## src/rtl/core/jlh_pkg.sv

```systemverilog
package jlh_pkg;

  // Initial value of lanes a and b at the start of every key
  localparam logic [31:0] GOLDEN = 32'h9e37_79b9;

  // Byte index of the last byte in a 12-byte block
  localparam logic [3:0] LAST_POS = 4'd11;

  // Number of mix steps, one pipeline stage each
  localparam int MIX_STAGES = 9;

  typedef struct packed {
    logic [31:0] a;
    logic [31:0] b;
    logic [31:0] c;
  } lanes_t;

  // Work handed from the front end to the mixer
  typedef struct packed {
    logic [31:0] add_a;
    logic [31:0] add_b;
    logic [31:0] add_c;
    logic [31:0] c_init;  // lane c start value when the job opens a key
    logic        fresh;   // lanes start from their initial values
    logic        closing; // final mix of a key, c becomes the hash
  } job_t;

  // One step of the lookup2 mix; k selects the lane and shift amount
  function automatic lanes_t mix_step(lanes_t l, logic [3:0] k);
    lanes_t r;
    r = l;
    case (k)
      4'd0: r.a = (l.a - l.b - l.c) ^ (l.c >> 13);
      4'd1: r.b = (l.b - l.c - l.a) ^ (l.a << 8);
      4'd2: r.c = (l.c - l.a - l.b) ^ (l.b >> 13);
      4'd3: r.a = (l.a - l.b - l.c) ^ (l.c >> 12);
      4'd4: r.b = (l.b - l.c - l.a) ^ (l.a << 16);
      4'd5: r.c = (l.c - l.a - l.b) ^ (l.b >> 5);
      4'd6: r.a = (l.a - l.b - l.c) ^ (l.c >> 3);
      4'd7: r.b = (l.b - l.c - l.a) ^ (l.a << 10);
      4'd8: r.c = (l.c - l.a - l.b) ^ (l.b >> 15);
      default: r = l;
    endcase
    return r;
  endfunction

endpackage

```

## src/rtl/core/jlh_fifo.sv

```systemverilog
module jlh_fifo #(
  parameter int WIDTH = 32,
  parameter int DEPTH = 4
) (
  input  logic                           clk,
  input  logic                           rst,
  input  logic                           wr_en,
  input  logic [WIDTH-1:0]               wr_data,
  output logic                           full,
  input  logic                           rd_en,
  output logic [WIDTH-1:0]               rd_data,
  output logic                           empty,
  output logic [$clog2(DEPTH+1)-1:0]     count
);

  localparam int AW = (DEPTH > 1) ? $clog2(DEPTH) : 1;
  localparam int CW = $clog2(DEPTH + 1);

  logic [WIDTH-1:0] mem [DEPTH];
  logic [AW-1:0]    wr_ptr;
  logic [AW-1:0]    rd_ptr;
  logic             do_wr;
  logic             do_rd;

  assign full  = (count == CW'(DEPTH));
  assign empty = (count == '0);
  assign do_wr = wr_en && !full;
  assign do_rd = rd_en && !empty;
  assign rd_data = mem[rd_ptr];

  // Storage
  always_ff @(posedge clk) begin
    if (do_wr) begin
      mem[wr_ptr] <= wr_data;
    end
  end

  // Pointers and fill count
  always_ff @(posedge clk) begin
    if (rst) begin
      wr_ptr <= '0;
      rd_ptr <= '0;
      count  <= '0;
    end else begin
      if (do_wr) begin
        wr_ptr <= (wr_ptr == AW'(DEPTH - 1)) ? '0 : wr_ptr + 1'b1;
      end
      if (do_rd) begin
        rd_ptr <= (rd_ptr == AW'(DEPTH - 1)) ? '0 : rd_ptr + 1'b1;
      end
      case ({do_wr, do_rd})
        2'b10:   count <= count + 1'b1;
        2'b01:   count <= count - 1'b1;
        default: count <= count;
      endcase
    end
  end

endmodule

```

## src/rtl/core/jlh_front.sv

```systemverilog
module jlh_front (
  input  logic          clk,
  input  logic          rst,
  // byte stream
  input  logic          push,
  output logic          full,
  input  logic [7:0]    key_byte,
  input  logic          byte_present,
  input  logic          last,
  // configuration
  input  logic          cfg_valid,
  output logic          cfg_ready,
  input  logic [31:0]   initial_value,
  // job queue
  input  logic          q_full,
  output logic          job_push,
  output jlh_pkg::job_t job
);

  import jlh_pkg::*;

  logic [31:0] iv_reg;
  logic [31:0] key_c;
  logic [31:0] a_acc;
  logic [31:0] b_acc;
  logic [23:0] c_acc;
  logic [3:0]  pos;
  logic [31:0] key_len;
  logic        has_block;
  logic        pend_final;

  logic        acc;
  logic        blk_done;
  logic [31:0] a_next;
  logic [31:0] b_next;
  logic [23:0] c_next;
  logic [31:0] len_next;
  logic [4:0]  sh;
  logic        key_end;
  logic [31:0] iv_next;

  assign cfg_ready = 1'b1;
  assign full      = q_full || pend_final;
  assign acc       = push && !full;
  assign blk_done  = byte_present && (pos == LAST_POS);
  assign sh        = {pos[1:0], 3'b000};
  // Key closes here; the next key starts from the newest seed
  assign key_end   = (pend_final && !q_full) || (acc && last && !blk_done);
  assign iv_next   = cfg_valid ? initial_value : iv_reg;

  // Gather the byte into its lane word
  always_comb begin
    a_next   = a_acc;
    b_next   = b_acc;
    c_next   = c_acc;
    len_next = key_len + {31'd0, byte_present};
    if (byte_present) begin
      if (pos inside {[4'd0:4'd3]}) begin
        a_next = a_acc | ({24'd0, key_byte} << sh);
      end else if (pos inside {[4'd4:4'd7]}) begin
        b_next = b_acc | ({24'd0, key_byte} << sh);
      end else if (pos inside {[4'd8:4'd10]}) begin
        c_next = c_acc | ({16'd0, key_byte} << sh);
      end
    end
  end

  // Job build: full block, closing step, or deferred closing step
  always_comb begin
    job_push    = 1'b0;
    job.add_a   = a_next;
    job.add_b   = b_next;
    job.add_c   = len_next + {c_next, 8'd0};
    job.c_init  = key_c;
    job.fresh   = !has_block;
    job.closing = 1'b1;
    if (pend_final) begin
      job_push    = !q_full;
      job.add_a   = '0;
      job.add_b   = '0;
      job.add_c   = key_len;
      job.fresh   = 1'b0;
    end else if (acc && blk_done) begin
      job_push    = 1'b1;
      job.add_c   = {key_byte, c_acc};
      job.closing = 1'b0;
    end else if (acc && last) begin
      job_push    = 1'b1;
    end
  end

  // Key state
  always_ff @(posedge clk) begin
    if (rst) begin
      iv_reg     <= '0;
      a_acc      <= '0;
      b_acc      <= '0;
      c_acc      <= '0;
      pos        <= '0;
      key_len    <= '0;
      has_block  <= 1'b0;
      pend_final <= 1'b0;
    end else begin
      if (pend_final) begin
        // closing step waits for room in the job queue
        if (!q_full) begin
          pend_final <= 1'b0;
          key_len    <= '0;
          has_block  <= 1'b0;
        end
      end else if (acc) begin
        if (blk_done || last) begin
          a_acc <= '0;
          b_acc <= '0;
          c_acc <= '0;
          pos   <= '0;
        end else begin
          a_acc <= a_next;
          b_acc <= b_next;
          c_acc <= c_next;
          if (byte_present) begin
            pos <= pos + 1'b1;
          end
        end
        if (blk_done && last) begin
          pend_final <= 1'b1;
          key_len    <= len_next;
          has_block  <= 1'b1;
        end else if (last) begin
          key_len   <= '0;
          has_block <= 1'b0;
        end else begin
          key_len <= len_next;
          if (blk_done) begin
            has_block <= 1'b1;
          end
        end
      end
      if (cfg_valid) begin
        iv_reg <= initial_value;
      end
    end
  end

  // Lane c start value; a write between keys also applies to the open key
  always_ff @(posedge clk) begin
    if (rst) begin
      key_c <= '0;
    end else if (key_end) begin
      key_c <= iv_next;
    end else if (cfg_valid && key_len == '0 && pos == '0) begin
      key_c <= initial_value;
    end
  end

endmodule

```

## src/rtl/core/jlh_back.sv

```systemverilog
module jlh_back #(
  parameter int OUT_DEPTH = 16
) (
  input  logic                         clk,
  input  logic                         rst,
  // job queue
  input  logic                         job_valid,
  input  jlh_pkg::job_t                job,
  output logic                         job_pop,
  // result queue
  input  logic [$clog2(OUT_DEPTH+1)-1:0] out_count,
  output logic                         res_push,
  output logic [31:0]                  res_data
);

  import jlh_pkg::*;

  localparam int NS = MIX_STAGES + 1;
  localparam int CW = $clog2(OUT_DEPTH + NS + 1);

  lanes_t        stage_lanes [NS];
  logic [NS-1:0] stage_vld;
  logic [NS-1:0] stage_cls;
  lanes_t        lanes;
  lanes_t        base;
  logic          block_busy;
  logic [CW-1:0] reserved;
  logic          credit_ok;

  // Queued results plus closing jobs in flight: result slots already promised
  always_comb begin
    reserved = CW'(out_count);
    for (int i = 0; i < NS; i++) begin
      reserved = reserved + CW'(stage_vld[i] && stage_cls[i]);
    end
  end

  assign block_busy = |(stage_vld & ~stage_cls);
  assign credit_ok  = (reserved < CW'(OUT_DEPTH));
  assign job_pop    = job_valid && (job.fresh || !block_busy)
                      && (!job.closing || credit_ok);

  assign base.a = job.fresh ? GOLDEN : lanes.a;
  assign base.b = job.fresh ? GOLDEN : lanes.b;
  assign base.c = job.fresh ? job.c_init : lanes.c;

  // Issue stage: add the gathered words into the lanes
  always_ff @(posedge clk) begin
    stage_lanes[0].a <= base.a + job.add_a;
    stage_lanes[0].b <= base.b + job.add_b;
    stage_lanes[0].c <= base.c + job.add_c;
  end

  // Mix pipeline, one step per stage
  for (genvar k = 1; k < NS; k++) begin : g_mix
    always_ff @(posedge clk) begin
      stage_lanes[k] <= mix_step(stage_lanes[k-1], 4'(k - 1));
    end
  end

  // Stage control
  always_ff @(posedge clk) begin
    if (rst) begin
      stage_vld <= '0;
      stage_cls <= '0;
    end else begin
      stage_vld <= {stage_vld[NS-2:0], job_pop};
      stage_cls <= {stage_cls[NS-2:0], job.closing};
    end
  end

  // Mixed lanes of a block carry on into the next job of the key
  always_ff @(posedge clk) begin
    if (stage_vld[NS-1] && !stage_cls[NS-1]) begin
      lanes <= stage_lanes[NS-1];
    end
  end

  assign res_push = stage_vld[NS-1] && stage_cls[NS-1];
  assign res_data = stage_lanes[NS-1].c;

endmodule

```

## src/rtl/core/jenkins_lookup2_hash.sv

```systemverilog
// 32-bit lookup2 hash of byte-serial keys.
// Input queue side: one key byte per request (push while full is low).
// byte_present marks a real byte; last closes the key. A request with
// last and no byte closes the key as is, alone it hashes an empty key.
// Result queue side: hash_value is valid while empty is low, taken by pop.
// Config channel: initial_value is the lane c seed, written with
// cfg_valid/cfg_ready (always ready). A write between keys applies to
// the next key; a write inside a key applies from the key after it.
// Throughput: one byte per cycle while full is low. A key whose last byte
// completes a 12-byte block raises full until its closing step is queued.
// Path of a closing request to its hash: job queue, 10-stage mix
// pipeline, result queue. A job that follows a block of its key issues
// only once that block has left the mix pipeline; short keys arriving
// meanwhile can fill the job queue and raise full.
// Reset (rst, synchronous) empties both queues, clears the seed to zero
// and starts a new key. When pop stays low, results collect in the
// result queue; once its slots are promised the job queue fills and
// full rises.
module jenkins_lookup2_hash #(
  parameter int JOB_DEPTH = 4,
  parameter int OUT_DEPTH = 16
) (
  input  logic        clk,
  input  logic        rst,
  input  logic        push,
  output logic        full,
  input  logic [7:0]  key_byte,
  input  logic        byte_present,
  input  logic        last,
  output logic        empty,
  input  logic        pop,
  output logic [31:0] hash_value,
  input  logic        cfg_valid,
  output logic        cfg_ready,
  input  logic [31:0] initial_value
);

  import jlh_pkg::*;

  localparam int JW = $bits(job_t);

  logic                         q_full;
  logic                         q_empty;
  logic                         job_push;
  logic                         job_pop;
  job_t                         job_in;
  job_t                         job_out;
  logic [JW-1:0]                job_rd;
  logic [$clog2(JOB_DEPTH+1)-1:0] job_count;
  logic [$clog2(OUT_DEPTH+1)-1:0] out_count;
  logic                         res_push;
  logic [31:0]                  res_data;
  logic                         out_full;

  assign job_out = job_t'(job_rd);

  // Byte gathering and job build
  jlh_front u_front (
    .clk           (clk),
    .rst           (rst),
    .push          (push),
    .full          (full),
    .key_byte      (key_byte),
    .byte_present  (byte_present),
    .last          (last),
    .cfg_valid     (cfg_valid),
    .cfg_ready     (cfg_ready),
    .initial_value (initial_value),
    .q_full        (q_full),
    .job_push      (job_push),
    .job           (job_in)
  );

  // Job queue between front end and mixer
  jlh_fifo #(
    .WIDTH (JW),
    .DEPTH (JOB_DEPTH)
  ) u_job_q (
    .clk     (clk),
    .rst     (rst),
    .wr_en   (job_push),
    .wr_data (job_in),
    .full    (q_full),
    .rd_en   (job_pop),
    .rd_data (job_rd),
    .empty   (q_empty),
    .count   (job_count)
  );

  // Mix pipeline
  jlh_back #(
    .OUT_DEPTH (OUT_DEPTH)
  ) u_back (
    .clk       (clk),
    .rst       (rst),
    .job_valid (!q_empty && (job_count != '0)),
    .job       (job_out),
    .job_pop   (job_pop),
    .out_count (out_count),
    .res_push  (res_push),
    .res_data  (res_data)
  );

  // Result queue; slots are reserved at issue so it never overflows
  jlh_fifo #(
    .WIDTH (32),
    .DEPTH (OUT_DEPTH)
  ) u_out_q (
    .clk     (clk),
    .rst     (rst),
    .wr_en   (res_push && !out_full),
    .wr_data (res_data),
    .full    (out_full),
    .rd_en   (pop),
    .rd_data (hash_value),
    .empty   (empty),
    .count   (out_count)
  );

endmodule

```

## config.mk

```make
export PLATFORM = sky130hd
export DESIGN_NAME = jenkins_lookup2_hash
export DESIGN_NICKNAME = d
export VERILOG_FILES = /design/src/rtl/core/jlh_pkg.sv /design/src/rtl/core/jlh_fifo.sv /design/src/rtl/core/jlh_front.sv /design/src/rtl/core/jlh_back.sv /design/src/rtl/core/jenkins_lookup2_hash.sv
export SDC_FILE = /design/constraint.sdc
export NUM_CORES = 2
export LEC_CHECK = 0
export BUFFER_PORTS_ARGS = -buffer_cell sky130_fd_sc_hd__buf_2
export CORE_UTILIZATION = 60
export CTS_BUF_LIST = sky130_fd_sc_hd__clkbuf_8
export DETAILED_ROUTE_END_ITERATION = 8
export PLACE_DENSITY = 0.78
export SYNTH_ARGS = -nofsm -noshare
export SYNTH_HDL_FRONTEND = slang
export SYNTH_HIERARCHICAL = 1
export SYNTH_SLANG_ARGS = --single-unit
```

## constraint.sdc

```tcl
create_clock -name clk -period 12.39 [get_ports clk]
set_clock_uncertainty 0.05 [all_clocks]
set_input_delay 2.478 -clock clk [delete_from_list [all_inputs] [get_ports clk]]
set_output_delay 2.478 -clock clk [all_outputs]
set_load 0.05 [all_outputs]
```

* Word-level counts from Yosys, hierarchy flattened *
Memory sizes are Yosys's and may differ from the RTL's. A register that Yosys moved wholly into a read port is not among the register bits.
Index checks and enable logic that the tools add are counted.

cells by class
  add/sub/neg operators = 42
  $mul = 0
  div/mod/pow operators = 0
  magnitude comparators = 7
  equality and inequality tests = 12
  shifts and indexed selects = 2
  muxes and demuxes = 58
  bitwise gates (word level) = 15
  reductions and logical operators = 62

operator list
  operator               number
  $mux W32               20
  $sub A32 B32 Y32       18
  $add A32 B32 Y32       4
  $mux W24               5
  $xor A32 B32 Y32       3
  $mux W64               1
  $or A32 B32 Y32        2
  $xor A32 B19 Y32       2
  $add A5 B1 Y5          10
  $add A32 B1 Y32        1
  $logic_not A32 Y1      1
  $shl A8 B5 Y32         1
  $xor A32 B17 Y32       1
  $xor A32 B20 Y32       1
  $xor A32 B27 Y32       1
  $xor A32 B29 Y32       1
  $logic_and A1 B1 Y1    31
  $mux W4                6
  $or A24 B24 Y24        1
  $shl A8 B5 Y24         1
  $mux W1                20
  $add A4 B1 Y4 const B  3
  $eq A4 B4 Y1 const B   3
  $and A10 B10 Y10       1
  33 further kinds       60

word-level totals
  register bits = 326
  bits in latches = 0
  bits in writable memories = 1,992
  bits in read-only memories = 0
  input bits = 47
  output and inout bits = 35
  memories = 3

memories
  memory              words  bits a word  read ports  clocked after memory_dff  write ports  RTL line        text
  u_back.stage_lanes  10     96           10          0                         10           jlh_back.sv:21  lanes_t stage_lanes [NS];
  u_job_q.mem         4      130          1           1                         1            jlh_fifo.sv:19  logic [WIDTH-1:0] mem [DEPTH];
  u_out_q.mem         16     32           1           1                         1            jlh_fifo.sv:19

* Depth between registers and ports, before layout *
  word-level depth = 17
  gate-level depth with buffers = 21
  gate-level depth less buffers = 21

* Cells and area by module *
Netlist, hierarchy kept.

by module, submodules not included
  module                instances  cells each  area an instance (µm²)  seq. area each (µm²)
  jlh_back              1          4,824       51,748.4                22,501.6
  jlh_fifo at u_out_q   1          827         20,269.4                15,715.1
  jlh_fifo at u_job_q   1          733         19,356.1                15,795.1
  jlh_front             1          1,360       10,511.3                3,803.6
  jenkins_lookup2_hash  1          3           15.0                    0.0

* Worst setup path after synthesis *
OpenSTA, ideal clock, no wires.

  kind = in2reg
  from = input port byte_present
  to = memory u_job_q/mem[3][0] in the netlist's numbering (enable)
  arrival = 6.362 ns
  required time = 11.835 ns
  setup slack = 5.473 ns
  cell stages on the path = 6
  path buffers = 1
  cells stage by stage = and3b_1 buf_2 a21o_1 a21oi_1 nor2_1 and3_1

on the way
  word-level cells in the longest chain between the ends = 7

ends and longest elaborated chain
  what                           RTL line                    text
  from (decl)                    jenkins_lookup2_hash.sv:28  input logic byte_present,
  $logic_and A1 B1 Y1            jlh_front.sv:45             assign blk_done = byte_present && (pos == LAST_POS);
  $logic_and A1 B1 Y1            jlh_front.sv:83             end else if (acc && blk_done) begin
  $mux W1                        jlh_front.sv:83
  $mux W1                        jlh_front.sv:77             if (pend_final) begin
  via job_push                   jenkins_lookup2_hash.sv:44  logic job_push;
  $logic_and A1 B1 Y1            jlh_fifo.sv:27              assign do_wr = wr_en && !full;
  $mux W1                        jlh_fifo.sv:33              if (do_wr) begin
  $mux W1 (not written as such)  jlh_fifo.sv:34              mem[wr_ptr] <= wr_data;
  to (decl)                      jlh_fifo.sv:19

The timed path passes the listed nets, and every way through them passes these cells.

==> results.toml <==
[worst_setup_path]
r2r_setup_slack_ps = 6860
crit_required_ps = 9860
arrival_ps = 4320
cp-end-kind = "output pin"
cpMostUsedCell = "mux4_2"
reg2reg_depth = 13
crit_fanout = 51
crit_path_cell_trace = "buf_4 > mux4_2 > mux4_2 > buf_2"
rr_endpoint = "u_back/stage_lanes[0][60]"
start_kind = "register"
worst-setup-path-type = "register to output pin"
max_stage_delay_ps = 930
crit_path_top_delay_cell = "dfxtp_4"

[sta]
finalHoldViolCount = 0
final.setup.tns_ps = 0
worst_pin_slew_ps = 1230
setup_viol = 0
fin_crit_ps = 6850
drv_slew = 0
max_freq_ghz = 0.146
rsz0062_at_grt = "false"
fin_crit_sh_pct = 55.3
slew_headroom_pct = 17.8
holdWs_ps = 248

[synth]
syn-num-nets = 8514
synth_area_um2 = 102000
synth_top_cell_by_area = "edfxtp_1"
synth-edff-count = 1128
avgSynthCellArea_um2 = 13.2
synth_ff_type = "dfxtp_1"
ys_types = 124
ys_top_cells_by_area = "edfxtp_1 33%, dfxtp_1 23%, mux4_2 6.3%"
yosysSeqAreaShare_pct = 56.7
postSynth.asyncResetShare_pct = 0
yosys_warnings = 6
syn_inst = 7747
synth_top_area_share_pct = 33.2
ys_ff_latch = 2324

[finish]
nets = 8709
top_register = "u_back/stage_lanes"
layout-drive-gt1-share_pct = 13.6
largest_reg_flops = 960
reg_top3 = "u_back/stage_lanes x960, u_job_q/mem x520, u_out_q/mem x512"
area_growth_pct = 9.10
n_fill_cell = 11764

[die]
start_util_pct = 60.7
io_pins = 82
rows = 150
die_area_um2 = 171000
core_um2 = 168000
dieHeight_um = 414
die_w_um = 414

[detailed_routing]
ant_nets = 0
wirelength_mm = 256
wl_per_cell_um = 24.5
via_per_inst = 5.96
drtIter0Drc = 6317
vias = 62229
remaining_drc_errors = 0
dr.pass1.iters = 6

[worst_hold_path]
min_to = "u_back/stage_lanes[4][51]"
hold_start = "u_back/stage_lanes[3][51]"
hold_path_depth = 0
hp-class = "register to register"

[cts]
clock_path_buffers = 4
numCtsBuffers = 373
ctsResizeCount = 0
postCtsHoldBufs = 0
clock-sinks = 2324
path_clk_slew_ps = 60
worstSkewPairLatency_ps = 1070
cts-htree-levels = 5
cts-root-buf = "clkbuf_8"
cts_tree = "done"
post-cts-setup-buffers = 0

[status]
status = "finished, final reports clean"

[grt]
track_usage_pct = 29.7
grt_pass1_vias = 61574
grt_max_degree = 98
grt_overflow = 0
grt_antenna_before_repair = 17
grt_pass1_wl_mm = 380

[placed_design]
hpwl_mm = 183
place.gp.congestion = 0.952
io_buffers = 80

[run]
maxCapViolations = 0
==> cell usage after synthesis (all sizes together), types with 11 or more instances <==
cell,number
dfxtp,1196
edfxtp,1128
inv,700
a21oi,558
nor2,459
xnor2,451
ha,437
mux4,290
fa,283
a21o,246
nand2,218
o21ai,204
xor2,188
clkbuf,172
buf,124
nor2b,102
a211oi,81
nand3,79
nor3,54
nand4,53
o21a,53
and3,50
or2,49
and2,48
mux2i,44
o21bai,43
nand2b,41
a31oi,38
mux2,34
o31ai,28
o22ai,25
a22oi,22
or3,21
o211ai,20
nor4,18
and4,16
a311oi,14
a221oi,13
a41oi,11
==> area by class of cell <==
type	count	area [um2]	area share, %
Multi-Input combinational cell	4423	39700	35.7
Tap cell	2204	2760	2.48
Clock buffer	439	6040	5.43
Sequential cell	2324	57800	52.0
Timing Repair Buffer	119	696	0.626
Clock inverter	225	1460	1.32
Inverter	701	2630	2.37
Antenna cell	5	12.5	0.0113
==> how the worst max path moves through the flow <==
stage	start	end	slack (ps)	cells past startpoint
finish	register	hash_value[26]	5540	4
detailed placement	byte_present	u_job_q/mem[0][64]	5100	13
global route	register	hash_value[25]	5200	4
global placement	byte_present	u_job_q/mem[0][64]	5120	13
CTS	register	hash_value[16]	5330	4
floorplan	byte_present	u_job_q/mem[3][0]	5470	6
==> worst max-delay path: cells and delay by family, from the launching register on <==
family | cells | cell delay [ps]
multiplexers | 2 | 1120
buffers and inverters | 2 | 1100
flip-flops | 1 | 930
==> cell usage in the layout (no fill, tap or decap), types with 43 or more instances in the layout <==
cell,n
nor2b_1,100
mux4_2,284
nand4_1,52
buf_2,79
o21a_1,52
or2_2,47
clkinv_1,52
clkbuf_8,439
o21bai_1,43
a21oi_1,544
o21ai_0,184
a21o_1,245
inv_1,792
nand3_1,77
mux2i_1,44
clkinv_2,50
a211oi_1,81
dfxtp_1,1189
ha_1,437
xor2_1,188
nor2_1,451
nand2_1,215
nor3_1,51
fa_1,283
edfxtp_1,1128
xnor2_1,451
==> per-layer routing <==
metal | GRT usage (%) | vias up | routed length [um] | share of wire (%)
met3 | 4.66 | 513 | 19800 | 7.7
met5 | 0 | - | 0 | 0
met4 | 9.90 | 0 | 8680 | 3.4
met2 | 48.1 | 2724 | 121000 | 47
met1 | 41.1 | 31020 | 107000 | 42
li1 | - | 27972 | - | -
==> per-stage QoR <==
stage,setup WS [ps],util [%],cell area [um2],instances
2_1_floorplan,5470,-,102000,7747
3_3_place_gp,5120,61.7,104000,9771
3_5_place_dp,5100,61.7,104000,9771
4_1_cts,5330,66.2,111000,10435
5_1_grt,5200,66.2,111000,10437
6_report,5540,66.2,111000,10440
==> cells by family (layout without fill, tap and decap cells) <==
family,count (synthesis),in the layout,synth area share (%)
AOI/OAI and AO/OA,1451,1451,9.21
xor gates and xnor gates,639,639,5.49
adders and majority gates,720,720,10.9
buffers and inverters,1000,1484,4.35
DFF,2324,2324,56.7
muxes,368,368,7.24
other,1,6,0.00368
and+or+nand+nor,1244,1244,6.04
Power is left out: the tool's default activity adds up to more than one toggle a clock period on the data nets, which glitch-free logic cannot reach.
